## src/rtl/bcdtd_pkg.sv

```systemverilog
// Package for the BCD time and date field setter.
// Holds the item, result and state types and the field, action and address codes.
// Depends on nothing.
package bcdtd_pkg;

  localparam logic       MODE_LOAD   = 1'b0;
  localparam logic       MODE_ADJUST = 1'b1;

  localparam logic [1:0] ACT_DEC   = 2'd0;
  localparam logic [1:0] ACT_INC   = 2'd1;
  localparam logic [1:0] ACT_CLEAR = 2'd2;

  localparam logic [2:0] FIELD_WEEKDAY = 3'd0;
  localparam logic [2:0] FIELD_HOUR    = 3'd1;
  localparam logic [2:0] FIELD_MINUTE  = 3'd2;
  localparam logic [2:0] FIELD_YEAR    = 3'd3;
  localparam logic [2:0] FIELD_MONTH   = 3'd4;
  localparam logic [2:0] FIELD_DAY     = 3'd5;

  localparam logic [2:0] ADDR_SEC     = 3'd0;
  localparam logic [2:0] ADDR_MIN     = 3'd1;
  localparam logic [2:0] ADDR_HOUR    = 3'd2;
  localparam logic [2:0] ADDR_WEEKDAY = 3'd3;
  localparam logic [2:0] ADDR_DAY     = 3'd4;
  localparam logic [2:0] ADDR_MONTH   = 3'd5;
  localparam logic [2:0] ADDR_YEAR    = 3'd6;

  typedef struct packed {
    logic       mode;
    logic [2:0] field_select;
    logic [1:0] action;
    logic [7:0] raw_seconds;
    logic [7:0] raw_minutes;
    logic [7:0] raw_hours;
    logic [7:0] raw_weekday;
    logic [7:0] raw_day;
    logic [7:0] raw_month;
    logic [7:0] raw_year;
  } item_t;

  typedef struct packed {
    logic       write_valid;
    logic [2:0] reg_address;
    logic [7:0] reg_value;
  } result_t;

  typedef struct packed {
    logic [7:0] second_digits;
    logic [7:0] minute_digits;
    logic [5:0] hour_digits;
    logic [3:0] weekday_number;
    logic [7:0] day_digits;
    logic [7:0] month_digits;
    logic [7:0] year_digits;
  } time_state_t;

endpackage

```

## src/rtl/bcd_time_date_field_setter_top.sv

```systemverilog
// Top level of the BCD time and date field setter: input register, step unit, result register.
// Depends on bcdtd_pkg and bcdtd_step.
//
//   channel | handshake           | payload
//   --------+---------------------+-------------------------------------------------
//   input   | in_valid / in_ready | mode, field_select, action, raw_seconds..raw_year
//   output  | out_valid/out_ready | write_valid, reg_address, reg_value
//
// One result per item. An item passes the input register and then the result register, which
// drives the output channel.
// Sustained rate is one item per cycle while out_ready stays high; the time state updates as
// an item leaves the input register, so the next item sees it at once.
// Reset clears the time state and both valid flags.
// A stalled output holds the result and the input register; in_ready drops only then.
module bcd_time_date_field_setter_top (
  input  logic       clk,
  input  logic       rst,
  input  logic       in_valid,
  output logic       in_ready,
  input  logic       mode,
  input  logic [2:0] field_select,
  input  logic [1:0] action,
  input  logic [7:0] raw_seconds,
  input  logic [7:0] raw_minutes,
  input  logic [7:0] raw_hours,
  input  logic [7:0] raw_weekday,
  input  logic [7:0] raw_day,
  input  logic [7:0] raw_month,
  input  logic [7:0] raw_year,
  output logic       out_valid,
  input  logic       out_ready,
  output logic       write_valid,
  output logic [2:0] reg_address,
  output logic [7:0] reg_value
);

  logic                   s1_valid;
  bcdtd_pkg::item_t       s1_item;
  bcdtd_pkg::time_state_t state;
  bcdtd_pkg::time_state_t state_next;
  bcdtd_pkg::result_t     res_next;
  bcdtd_pkg::result_t     out_res;
  logic                   advance;

  assign advance  = s1_valid && (!out_valid || out_ready);
  assign in_ready = !s1_valid || advance;

  bcdtd_step u_step (
    .item (s1_item),
    .cur  (state),
    .nxt  (state_next),
    .res  (res_next)
  );

  always_ff @(posedge clk) begin
    if (rst) begin
      s1_valid  <= 1'b0;
      out_valid <= 1'b0;
      state     <= '0;
    end else begin
      if (in_ready) begin
        s1_valid <= in_valid;
      end
      if (advance) begin
        state     <= state_next;
        out_valid <= 1'b1;
      end else if (out_ready) begin
        out_valid <= 1'b0;
      end
    end
  end

  always_ff @(posedge clk) begin
    if (in_valid && in_ready) begin
      s1_item <= '{mode: mode, field_select: field_select, action: action,
                   raw_seconds: raw_seconds, raw_minutes: raw_minutes,
                   raw_hours: raw_hours, raw_weekday: raw_weekday, raw_day: raw_day,
                   raw_month: raw_month, raw_year: raw_year};
    end
    if (advance) begin
      out_res <= res_next;
    end
  end

  assign write_valid = out_res.write_valid;
  assign reg_address = out_res.reg_address;
  assign reg_value   = out_res.reg_value;

  a_hold_stage: assert property (@(posedge clk) disable iff (rst)
    s1_valid && !advance |=> s1_valid && $stable(s1_item))
    else $error("input register lost or changed a waiting item");

  a_advance_out: assert property (@(posedge clk) disable iff (rst)
    advance |=> out_valid)
    else $error("advanced item produced no result");

  a_clear_sec: assert property (@(posedge clk) disable iff (rst)
    advance && s1_item.mode == bcdtd_pkg::MODE_ADJUST &&
    s1_item.action == bcdtd_pkg::ACT_CLEAR |=> state.second_digits == 8'h00)
    else $error("clear left seconds nonzero");

  a_no_write_zero: assert property (@(posedge clk) disable iff (rst)
    out_valid && !write_valid |-> reg_address == bcdtd_pkg::ADDR_SEC && reg_value == 8'h00)
    else $error("result without write carries data");

  a_hour_width: assert property (@(posedge clk) disable iff (rst)
    out_valid && write_valid && reg_address == bcdtd_pkg::ADDR_HOUR |-> reg_value[7:6] == 2'b00)
    else $error("hour write exceeds six bits");

endmodule

```

## src/rtl/bcdtd_step.sv

```systemverilog
// Combinational step unit: applies one load, adjust or clear item to the time state.
// Produces the next state and the clock register write, if any, for the item.
// Depends on bcdtd_pkg.
module bcdtd_step (
  input  bcdtd_pkg::item_t       item,
  input  bcdtd_pkg::time_state_t cur,
  output bcdtd_pkg::time_state_t nxt,
  output bcdtd_pkg::result_t     res
);

  localparam logic [4:0] DAYS_31 = 5'd31;
  localparam logic [4:0] DAYS_30 = 5'd30;
  localparam logic [4:0] DAYS_29 = 5'd29;
  localparam logic [4:0] DAYS_28 = 5'd28;

  function automatic logic [7:0] bcd_value(input logic [3:0] t, input logic [3:0] o);
    return {1'b0, t, 3'b000} + {3'b000, t, 1'b0} + {4'h0, o};
  endfunction

  function automatic logic [7:0] step_plain(input logic [7:0] v, input logic up,
                                            input logic [3:0] top);
    logic [3:0] t;
    logic [3:0] o;
    t = v[7:4];
    o = v[3:0];
    if (up) begin
      if (o < 4'd9) begin
        o = o + 4'd1;
      end else begin
        o = 4'd0;
        t = (t < top) ? t + 4'd1 : 4'd0;
      end
    end else begin
      if (o > 4'd0) begin
        o = o - 4'd1;
      end else begin
        o = 4'd9;
        t = (t > 4'd0) ? t - 4'd1 : top;
      end
    end
    return {t, o};
  endfunction

  function automatic logic [5:0] step_hour(input logic [5:0] v, input logic up);
    logic [1:0] t;
    logic [3:0] o;
    t = v[5:4];
    o = v[3:0];
    if (up) begin
      if (t == 2'd2 && o == 4'd3) begin
        t = 2'd0;
        o = 4'd0;
      end else if (o < 4'd9) begin
        o = o + 4'd1;
      end else begin
        o = 4'd0;
        t = t + 2'd1;
      end
    end else begin
      if (o > 4'd0) begin
        o = o - 4'd1;
      end else if (t > 2'd0) begin
        o = 4'd9;
        t = t - 2'd1;
      end else begin
        t = 2'd2;
        o = 4'd3;
      end
    end
    return {t, o};
  endfunction

  function automatic logic [7:0] step_month(input logic [7:0] v, input logic up);
    logic [3:0] t;
    logic [3:0] o;
    t = v[7:4];
    o = v[3:0];
    if (up) begin
      if (t == 4'd1 && o >= 4'd2) begin
        t = 4'd0;
        o = 4'd1;
      end else if (o < 4'd9) begin
        o = o + 4'd1;
      end else begin
        o = 4'd0;
        t = t + 4'd1;
      end
    end else begin
      if (t == 4'd0 && o <= 4'd1) begin
        t = 4'd1;
        o = 4'd2;
      end else if (o > 4'd0) begin
        o = o - 4'd1;
      end else begin
        o = 4'd9;
        t = t - 4'd1;
      end
    end
    return {t, o};
  endfunction

  function automatic logic [7:0] step_day(input logic [7:0] v, input logic up,
                                          input logic [4:0] len);
    logic [3:0] t;
    logic [3:0] o;
    logic [4:0] rem;
    t = v[7:4];
    o = v[3:0];
    rem = '0;
    if (up) begin
      if (bcd_value(t, o) >= {3'b000, len}) begin
        t = 4'd0;
        o = 4'd1;
      end else if (o < 4'd9) begin
        o = o + 4'd1;
      end else begin
        o = 4'd0;
        t = t + 4'd1;
      end
    end else begin
      if (t == 4'd0 && o <= 4'd1) begin
        if (len >= DAYS_30) begin
          t = 4'd3;
          rem = len - 5'd30;
        end else begin
          t = 4'd2;
          rem = len - 5'd20;
        end
        o = rem[3:0];
      end else if (o > 4'd0) begin
        o = o - 4'd1;
      end else begin
        o = 4'd9;
        t = t - 4'd1;
      end
    end
    return {t, o};
  endfunction

  logic [7:0] month_num;
  logic [7:0] year_num;
  logic       leap;
  logic [4:0] month_len;
  logic       up;

  always_comb begin
    month_num = bcd_value(cur.month_digits[7:4], cur.month_digits[3:0]);
    year_num  = bcd_value(cur.year_digits[7:4], cur.year_digits[3:0]);
    leap      = (year_num[1:0] == 2'd0) && (year_num != 8'd100);
    case (month_num) inside
      8'd1, 8'd3, 8'd5, 8'd7, 8'd8, 8'd10, 8'd12: month_len = DAYS_31;
      8'd2:    month_len = leap ? DAYS_29 : DAYS_28;
      default: month_len = DAYS_30;
    endcase
  end

  always_comb begin
    nxt = cur;
    res = '0;
    up  = (item.action == bcdtd_pkg::ACT_INC);
    if (item.mode == bcdtd_pkg::MODE_LOAD) begin
      nxt.second_digits  = item.raw_seconds;
      nxt.minute_digits  = item.raw_minutes;
      nxt.hour_digits    = item.raw_hours[5:0];
      nxt.weekday_number = item.raw_weekday[3:0];
      nxt.day_digits     = item.raw_day;
      nxt.month_digits   = item.raw_month;
      nxt.year_digits    = item.raw_year;
    end else if (item.action == bcdtd_pkg::ACT_CLEAR) begin
      nxt.second_digits = '0;
      res.write_valid   = 1'b1;
      res.reg_address   = bcdtd_pkg::ADDR_SEC;
    end else if (item.action == bcdtd_pkg::ACT_DEC || item.action == bcdtd_pkg::ACT_INC) begin
      case (item.field_select)
        bcdtd_pkg::FIELD_WEEKDAY: begin
          if (up) begin
            nxt.weekday_number = (cur.weekday_number < 4'd7) ? cur.weekday_number + 4'd1
                                                             : 4'd1;
          end else begin
            nxt.weekday_number = (cur.weekday_number > 4'd1) ? cur.weekday_number - 4'd1
                                                             : 4'd7;
          end
          res.write_valid = 1'b1;
          res.reg_address = bcdtd_pkg::ADDR_WEEKDAY;
          res.reg_value   = {4'h0, nxt.weekday_number};
        end
        bcdtd_pkg::FIELD_HOUR: begin
          nxt.hour_digits = step_hour(cur.hour_digits, up);
          res.write_valid = 1'b1;
          res.reg_address = bcdtd_pkg::ADDR_HOUR;
          res.reg_value   = {2'b00, nxt.hour_digits};
        end
        bcdtd_pkg::FIELD_MINUTE: begin
          nxt.minute_digits = step_plain(cur.minute_digits, up, 4'd5);
          res.write_valid   = 1'b1;
          res.reg_address   = bcdtd_pkg::ADDR_MIN;
          res.reg_value     = nxt.minute_digits;
        end
        bcdtd_pkg::FIELD_YEAR: begin
          nxt.year_digits = step_plain(cur.year_digits, up, 4'd9);
          res.write_valid = 1'b1;
          res.reg_address = bcdtd_pkg::ADDR_YEAR;
          res.reg_value   = nxt.year_digits;
        end
        bcdtd_pkg::FIELD_MONTH: begin
          nxt.month_digits = step_month(cur.month_digits, up);
          res.write_valid  = 1'b1;
          res.reg_address  = bcdtd_pkg::ADDR_MONTH;
          res.reg_value    = nxt.month_digits;
        end
        bcdtd_pkg::FIELD_DAY: begin
          nxt.day_digits  = step_day(cur.day_digits, up, month_len);
          res.write_valid = 1'b1;
          res.reg_address = bcdtd_pkg::ADDR_DAY;
          res.reg_value   = nxt.day_digits;
        end
        default: begin
          nxt = cur;
        end
      endcase
    end
  end

endmodule
```

## config.mk

```make
export PLATFORM = sky130hd
export DESIGN_NAME = bcd_time_date_field_setter_top
export DESIGN_NICKNAME = d
export VERILOG_FILES = /design/src/rtl/bcdtd_pkg.sv /design/src/rtl/bcd_time_date_field_setter_top.sv /design/src/rtl/bcdtd_step.sv
export SDC_FILE = /design/constraint.sdc
export NUM_CORES = 1
export LEC_CHECK = 0
export ABC_AREA = 1
export BUFFER_PORTS_ARGS = -buffer_cell sky130_fd_sc_hd__buf_2
export CORE_ASPECT_RATIO = 0.5
export CORE_MARGIN = 8
export CORE_UTILIZATION = 30
export DETAILED_ROUTE_END_ITERATION = 12
export GPL_ROUTABILITY_DRIVEN = 0
export HOLD_SLACK_MARGIN = 0.06
export MAX_ROUTING_LAYER = met4
export PLACE_DENSITY = 0.52
export SETUP_SLACK_MARGIN = 0.2
export SYNTH_ARGS = -nofsm -noshare
export SYNTH_HDL_FRONTEND = slang
export SYNTH_SLANG_ARGS = --single-unit
```

## constraint.sdc

```tcl
create_clock -name clk -period 3.3 [get_ports clk]
set_input_delay 0 -clock clk [delete_from_list [all_inputs] [get_ports clk]]
set_output_delay 0 -clock clk [all_outputs]
set_load 0.03 [all_outputs]
```

==> results of run 1 <==
## logic make-up (layout without fill, tap and decap cells)
family          count (synthesis)  in the layout
simple gates                  407            407
compound gates                194            194
buf+inv                       135            265
flops                         104            104
fa+ha+maj                      64             64
xor+xnor                       22             22
## cell usage after synthesis, types with 10 or more instances
library cell	number
a21oi_1	72
nor2_1	78
a221oi_1	14
inv_1	101
xor2_1	15
clkbuf_1	10
ha_1	58
dfxtp_1	44
o21ai_0	67
edfxtp_1	60
nand3_1	74
buf_2	11
nand2_1	230
## cell type report
type / instances / share of cell area, %
sequential: 104 / 30.4
clock inverter: 5 / 0.481
clock buffer: 11 / 2.98
tap: 315 / 4.45
inverter: 105 / 4.48
multi-input combinational: 687 / 45.4
timing repair buffer: 144 / 11.8
## path summary, 6_finish.rpt
kind	endpoint	slack, ps	startpoint	cells after the start
max	reg_value[3]	30	state[11]	22
min	state[18]	160	rst	2
max reg2reg	reg_value[3]	30	state[11]	22
min reg2reg	out_valid	510	out_valid	2
## repair_timing
item | 4_1_cts | 5_1_grt
pin swaps | 21 | 12
hold buffers | 50 | 0
hold endpoints to repair | 50 | 0
endpoints found under the setup margin | 16 | 16
setup buffers | 1 | 3
gates resized for setup | 18 | 16
## critical path: stages (launching register included)
cell     delay [ps]
dfxtp_4         360
inv_4            30
fa_1            540
inv_2            40
fa_1            450
or2_4           250
nor2_4           80
nand3_2          80
nor2_2          100
nand2_1          70
nand2_2          90
ha_4            210
o21ai_2         100
nand2_1          70
nand3_2          80
nand2_4          70
nor2_4          130
nand2_2          60
nand2_2          80
nand2_2          70
nand3_2          80
nand2_1          50
inv_1            50
## power by group
| group | total [uW] | internal, uW | switching [uW] |
|---|---|---|---|
| combinational | 883 | 333 | 550 |
| clock | 1110 | 592 | 516 |
| sequential | 1500 | 1450 | 52.6 |
## layer usage
| layer | GRT usage [%] | up-vias |
|---|---|---|
| met5 | - | - |
| met4 | 4.06 | 0 |
| met3 | 2.62 | 23 |
| met2 | 22.3 | 158 |
| met1 | 18.9 | 3142 |
| li1 | - | 3364 |
## sequential cells by signal (all words and copies together), names as in the netlist
name / count
reg_value: 8
s1_item: 48
state: 42
out_valid: 1
reg_address: 3
write_valid: 1
s1_valid: 1
## metrics by stage
| stage | worst slack [ps] | std cells | setup TNS [ps] | hold slack [ps] | power (uW) |
|---|---|---|---|---|---|
| after floorplan | 120 | 926 | 0 | 66.2 | 2080 |
| after global placement | -34.2 | 1301 | -34.2 | 176 | 2310 |
| after detailed placement | -134 | 1301 | -494 | 179 | 2320 |
| after CTS | -84.9 | 1368 | -574 | 151 | 3500 |
| after global routing | -191 | 1371 | -1610 | 192 | 3680 |
| final | 27.6 | 1371 | 0 | 164 | 3490 |
==> results.toml, run 1 <==
[synthesis]
ys_types = 40
avgSynthCellArea_sq_um = 7.73
synthAdderAreaFrac_pct = 11.8
synth_seq_cells = 104
synth_xor_area_share_pct = 2.69
yosysSeqAreaShare_pct = 37.5
synth_top_area_share_pct = 25.2
syn_inst = 926
ys_async_sr_fraction_pct = 0
synth_area_sq_um = 7150
synth.area.mux_share_pct = 0
yosys.area_share.simple_pct = 24.1
synth_area_leader_cell = "edfxtp_1"
synth_edf_count = 60
synth_top_family_by_area = "simple AND/OR/NAND/NOR gates"
synth_compound_area_share_pct = 15.9
synth_area_leaders = "edfxtp_1, dfxtp_1, nand2_1, ha_1, inv_1"
yosys_most_used_dff = "edfxtp_1"
yosysWarnings = 0
synth_fp_nets = 1056

[setup_path]
cp-start-kind = "flop"
worst-path-max-fanout = 4
crit_arrival_ps = 3510
critPathKind = "reg2reg"
crit_path_end_kind = "flop"
critPathRequiredTime_ps = 3530

[clock_tree]
path_clk_slew_ps = 70
cts_root_buf = "clkbuf_16"
clock_path_buffers = 2
cts_tree = "yes"
cts_buffers = 9
cts_sinks = 104
clk-insertion-delay-late_ps = 360
cts_htree_levels = 3

[drt]
via_count = 6687
maxUsedRoutingLayer = "met4"
drt_iter0_markers = 420
met2WireLength_mm = 9.43
wire_per_inst_um = 15.0
drc = 0
viasPerCell = 4.88
dr_wl_met3_um = 880
final_antenna_net_count = 0
drt_pre_antenna_iters = 4
finalWirelength_mm = 20.6
wl_met1_mm = 9.94

[floorplanning]
start_util_pct = 30.2
die_area_sq_um = 29300
coreArea_sq_um = 23700
fp.dieW_um = 234
rows = 40
die_h_um = 125
io_pins = 80

[run_status]
outcome = "finished, final reports clean"

[finish]
multiInputGateArea_sq_um = 4020
finalCoreUtilization_pct = 37.3
antenna_cells = 0
area_growth_pct = 23.7
stdcell_area_sq_um = 8850
layout-drive-gt1-share_pct = 16.8
layout_commonest_cell = "nand2_1"
layout_common_cells = "nand2_1, inv_1, nor2_1"
finalNetCount = 1181
ff_latch_area_sq_um = 2690
fillerInstances = 2450

[timing]
max_freq_ghz = 0.306
setup_viol = 0
fin_crit_sh_pct = 99.2
period_needed_ps = 3270
slew_headroom_pct = 28.5
worst-slew-pin-transition_ps = 1070
rsz0062_at_grt = "yes"
slew_violations = 0
finalHoldViolCount = 0
skew_ps = 7.84

[global_routing]
grt_max_degree = 49
grt_pass1_vias = 6395
antenna_found_initial = 0
grt_use_total_pct = 14.3
overflow = 0
grt_pass1_wl_mm = 33.0

[power]
p_leak_uw = 0.00400
power.density_nw_per_um2 = 395
peakVddDrop_v = 0.000238

[place]
place.detailed.hpwl_mm = 15.3
portBuffers = 65
place_area_sq_um = 7900

[job]
maxCapViolations = 0

[hold_path]
hold_class = "in2reg"
(Power assumes the default switching activity.)
==> run 2, diff against run 1 <==
--- a/config.mk
+++ b/config.mk
@@ -11,11 +11,11 @@
 export CORE_MARGIN = 8
 export CORE_UTILIZATION = 30
 export DETAILED_ROUTE_END_ITERATION = 12
-export GPL_ROUTABILITY_DRIVEN = 0
 export HOLD_SLACK_MARGIN = 0.06
 export MAX_ROUTING_LAYER = met4
 export PLACE_DENSITY = 0.52
 export SETUP_SLACK_MARGIN = 0.2
 export SYNTH_ARGS = -nofsm -noshare
 export SYNTH_HDL_FRONTEND = slang
+export SYNTH_HIERARCHICAL = 1
 export SYNTH_SLANG_ARGS = --single-unit
==> run 2 against run 1 <==
Effect of this change: the flow now finishes with violations (setup timing); die area rose by 12%; sequential power barely moved; critical path depth unchanged; wire length up 20%; highest routed layer unchanged.
==> results.toml, run 2 <==
[run_status]
outcome = "complete, but fails checks"
violations = "setup timing"

[power]
power.internal_uw = 2550
p_leak_uw = 0.00460
combinationalPowerShare_pct = 29.5
power.density_nw_per_um2 = 391
p_clk_share_pct = 31.1
switchingPower_uw = 1320
seq_power_share_pct = 39.4
peakVddDrop_v = 0.000255
netSwitchingFraction_pct = 34.0

[global_routing]
antenna_found_initial = 0
met1_usage_pct = 20.4
grt_pass1_wl_mm = 40.1
grt.busiest_layer = "met2"
use_met2_pct = 24.9
overflow = 0
grt_use_total_pct = 15.5
grt_pass1_vias = 7556
met3_usage_pct = 2.37
grt_max_degree = 86

[finish]
layout_common_cells = "nand2_1, inv_1, nor2_1"
ff_latch_area_sq_um = 2690
regMostFlops = "s1_item"
antenna_cells = 0
area_growth_pct = 22.4
finalNetCount = 1420
fillerInstances = 2800
multiInputGateArea_sq_um = 4660
finalCoreUtilization_pct = 37.4
layout_commonest_cell = "nand2_1"
stdcell_count = 1653
layout-drive-gt1-share_pct = 16.5
largest_reg_flops = 48

[timing]
max_freq_ghz = 0.293
slew_violations = 0
finalHoldViolCount = 0
slew_headroom_pct = 25.1
worst-slew-pin-transition_ps = 1120
hold_slack_ps = 289
rsz0062_at_grt = "yes"
skew_ps = 15.0
setup_viol = 12
fin_crit_sh_pct = 103
fin_ws_ps = -114
setup-tns-final_ps = -642
period_needed_ps = 3410

[setup_path]
r2r_start = "state[11]"
crit_arrival_ps = 3680
crit_chain = "inv_2, fa_1, inv_2, fa_2, inv_1, o2111ai_2, nand2_2, ha_4, o21ai_2, nand2_1, nand2_2, buf_4, nand2_2, inv_2, nand2_1, nand2_2, o21ai_1, nand2_1, inv_1, nand3_1, nand2_1, nor2_1"
crit_buf_inv = 6
crit_cells = 22
rr_endpoint = "state[20]"
critPathRequiredTime_ps = 3560
r2r_slack_ps = -110
cp-endpoint = "state[20]"
critPathTopFamily = "adder cells"
crit_path_end_kind = "flop"
cpPeakStageDelay_ps = 570
worst-path-max-fanout = 4
critPathKind = "reg2reg"
cp-startpoint = "state[11]"
cp-start-kind = "flop"
crit_slowest_cell = "fa_2"
reg2regPathDepth = 22

[clock_tree]
cts_buffers = 9
cts_root_buf = "clkbuf_16"
clock_path_buffers = 2
cts_tree = "yes"
cts_sinks = 104
cts_htree_levels = 3
clk-insertion-delay-late_ps = 370
path_clk_slew_ps = 80

[drt]
drc = 0
final_antenna_net_count = 0
viasPerCell = 4.83
finalWirelength_mm = 24.7
via_count = 7982
wire_per_inst_um = 15.0
drt_pre_antenna_iters = 5
drt_iter0_markers = 659

[job]
maxCapViolations = 0

[floorplanning]
io_pins = 80
start_util_pct = 30.5
fp.dieW_um = 248
coreArea_sq_um = 26500
die_h_um = 132
rows = 42
die_area_sq_um = 32800

[place]
place.detailed.hpwl_mm = 17.4
dp_cells = 1578
gp_congestion = 0.912
portBuffers = 65

[synthesis]
yosysWarnings = 6
syn_inst = 1171
synth_area_sq_um = 8090
synth_fp_nets = 1295
avgSynthCellArea_sq_um = 6.91

[hold_path]
hold_class = "in2reg"
-- run 2: cell type report --
class,count,area share (%)
inverter,155,5.98
clock inverter,7,0.961
timing repair buffer,162,12.1
multi-input combinational,864,47.1
tap,352,4.45
clock buffer,9,2.28
sequential,104,27.2
-- run 2: per-layer routing --
layer,wire length [um],share of wire [%]
met5,0,0
met4,306,1.2
met3,908,3.7
met2,11600,47
met1,11900,48
-- run 2: metrics by stage --
step | cell area [sq um] | total power (uW) | worst slack [ps]
after floorplan | 8110 | 2270 | 184
after detailed placement | 8840 | 2580 | -202
after global routing | 9900 | 4100 | -406
after global placement | 8840 | 2560 | -125
after CTS | 9770 | 3860 | -103
final | 9900 | 3870 | -114
-- run 2: what timing repair did --
action	in CTS	in global routing
pin swaps	19	20
setup buffers	7	2
setup endpoints to repair	16	16
hold buffers	50	0
resized for setup	19	29
endpoints found under the hold margin	50	0
-- run 2: tightest hold or removal path, stage by stage --
cell     delay (ps)
buf_2           100
inv_1            90
a21oi_1          80
buf_4           190
-- run 2: how the worst min path moves through the flow --
stage / slack, ps / depth (start not counted) / start / end
final: 290 / 4 / out_ready / reg_value[3]
after global routing: 320 / 4 / out_ready / reg_address[2]
after CTS: 280 / 4 / out_ready / reg_value[3]
after detailed placement: 180 / 1 / raw_minutes[2] / s1_item[42]
after global placement: 180 / 1 / raw_month[6] / s1_item[14]
after floorplan: 70 / 1 / rst / out_valid
-- run 2: power by group through the flow --
stage / Combinational (uW) / Sequential, uW / Clock, uW
floorplan: 714 / 1560 / 0
global placement: 1010 / 1550 / 0
detailed placement: 1030 / 1550 / 0
CTS: 1090 / 1520 / 1240
global route: 1290 / 1540 / 1280
finish: 1140 / 1520 / 1200
==> run 3, diff against run 2 <==
--- a/config.mk
+++ b/config.mk
@@ -9,11 +9,11 @@
 export BUFFER_PORTS_ARGS = -buffer_cell sky130_fd_sc_hd__buf_2
 export CORE_ASPECT_RATIO = 0.5
 export CORE_MARGIN = 8
-export CORE_UTILIZATION = 30
+export CORE_UTILIZATION = 55
 export DETAILED_ROUTE_END_ITERATION = 12
 export HOLD_SLACK_MARGIN = 0.06
 export MAX_ROUTING_LAYER = met4
-export PLACE_DENSITY = 0.52
+export PLACE_DENSITY = 0.82
 export SETUP_SLACK_MARGIN = 0.2
 export SYNTH_ARGS = -nofsm -noshare
 export SYNTH_HDL_FRONTEND = slang
==> run 3 against run 2 <==
Effect of this change: the flow still finishes with violations (setup timing); power decreased by 4.0%; core utilization increased by 29 points; clock skew decreased by 2.8 ps; design area decreased by 2.8%; critical path depth rose by 1; clock-buffer cell count stayed put; critical endpoint is now state[16]; register-to-register slack worse by 90 ps; die area shrank 42%; combinational power hardly changed; fmax shrank 2.6%; cell count is 9.4% lower; worst setup slack got worse by 90 ps.
==> results.toml, run 3 (synthesis results as in run 2) <==
[setup_path]
critPathTopFamily = "adder cells"
crit_chain = "fa_1, inv_2, fa_2, nand2_2, a21oi_2, nand3_2, nand2_2, nand2_1, ha_1, o21ai_1, nand2_1, nand2_2, nand4_1, nor2_1, nor2_1, nand2_1, nand2_1, nand2_1, nand2_1, inv_2, nand3_2, nand2_2, nor2_1"
crit_slowest_cell = "fa_1"
cp-start-kind = "flop"
crit_arrival_ps = 3740
crit_buf_inv = 2
crit_path_end_kind = "flop"
worst-path-max-fanout = 4
cpPeakStageDelay_ps = 580
worst_path_most_repeated_cell = "nand2_1"
critPathKind = "reg2reg"
critPathRequiredTime_ps = 3530

[floorplanning]
io_pins = 80
start_util_pct = 56.1
die_h_um = 102
rows = 31
die_area_sq_um = 19100
coreArea_sq_um = 14400
fp.dieW_um = 187

[finish]
antenna_cells = 0
stdcell_area_sq_um = 9620
area_growth_pct = 18.9
fillerInstances = 1265
finalNetCount = 1419
largest_reg_flops = 48
layout-drive-gt1-share_pct = 16.2
finalCoreUtilization_pct = 66.7
layout_common_cells = "nand2_1, inv_1, nor2_1"
regMostFlops = "s1_item"
layout_commonest_cell = "nand2_1"

[global_routing]
grt_pass1_vias = 7554
grt_use_total_pct = 25.3
met1_usage_pct = 33.2
use_met2_pct = 40.4
met3_usage_pct = 4.81
grt_max_degree = 86
grt.busiest_layer = "met2"
antenna_found_initial = 0
overflow = 0
grt_pass1_wl_mm = 38.1

[drt]
drc = 0
drt_iter0_markers = 986
finalWirelength_mm = 23.8
drt_pre_antenna_iters = 6
wire_per_inst_um = 15.9
via_count = 8262
final_antenna_net_count = 0
viasPerCell = 5.52

[power]
seq_power_share_pct = 41.2
p_total_uw = 3720
peakVddDrop_v = 0.000239
combinationalPowerShare_pct = 30.4
p_leak_uw = 0.00457
power.internal_uw = 2410
power.density_nw_per_um2 = 386
switchingPower_uw = 1310
p_clk_share_pct = 28.5
netSwitchingFraction_pct = 35.2

[timing]
slew_violations = 0
fin_crit_sh_pct = 106
max_freq_ghz = 0.285
period_needed_ps = 3500
finalHoldViolCount = 0
skew_ps = 12.1
slew_headroom_pct = 29.5
fin_ws_ps = -204
worst-slew-pin-transition_ps = 1060
rsz0062_at_grt = "yes"
setup_viol = 10
setup-tns-final_ps = -752

[clock_tree]
cts_buffers = 9
cts_htree_levels = 3
path_clk_slew_ps = 80
cts_root_buf = "clkbuf_16"
cts_sinks = 104
clock_path_buffers = 2
cts_tree = "yes"
clk-insertion-delay-late_ps = 350

[place]
gp_congestion = 1.02
place_area_sq_um = 8630
portBuffers = 65
place.detailed.hpwl_mm = 16.3
pre_cts_slack_ps = -166

[hold_path]
hold_class = "in2reg"

[job]
maxCapViolations = 0

[run_status]
violations = "setup timing"
outcome = "complete, but fails checks"
-- run 3: tightest hold or removal path, delay by kind of cell --
family,cells,cell delay [ps]
buf+inv,3,410
compound gates,1,90
-- run 3: final cells by class --
cell class	count	area, sq um	share of cell area (%)
clock buffer	9	225	2.34
multi-input combinational	864	4610	47.9
tap	198	248	2.58
timing repair buffer	161	1190	12.4
sequential	104	2690	28.0
clock inverter	7	60.1	0.624
inverter	155	592	6.15
-- run 3: path summary, 6_finish.rpt --
| path | from | end | slack (ps) | cells after the start |
|---|---|---|---|---|
| hold reg to reg | state[27] | state[27] | 540 | 2 |
| setup / recovery | state[3] | state[16] | -200 | 23 |
| setup reg to reg | state[3] | state[16] | -200 | 23 |
| hold / removal | out_ready | reg_value[4] | 340 | 4 |
-- run 3: metrics by stage --
stage,hold WS (ps),instances
finish,345,1498
global route,344,1498
CTS,298,1495
detailed placement,178,1419
global placement,176,1419
floorplan,69.1,1171
-- run 3: power groups by stage --
stage | logic, uW | registers [uW] | clock network [uW]
2_1_floorplan | 714 | 1560 | 0
3_3_place_gp | 977 | 1550 | 0
4_1_cts | 1070 | 1530 | 1070
5_1_grt | 1250 | 1540 | 1130
3_5_place_dp | 998 | 1560 | 0
6_report | 1130 | 1530 | 1060
-- run 3: repair_timing --
item                       4_1_cts  5_1_grt
pin swaps                        9       20
cloned                           0        0
gates resized for setup         13       25
hold buffers                    51        0
buffers inserted                 9        3
setup endpoints to repair       16       16
hold endpoints to repair        50        0
-- run 3: layer usage --
metal	wire length [um]	part of all wire, %
met5	0	0
met4	298	1.3
met3	2040	8.6
met2	10700	45
met1	10800	45
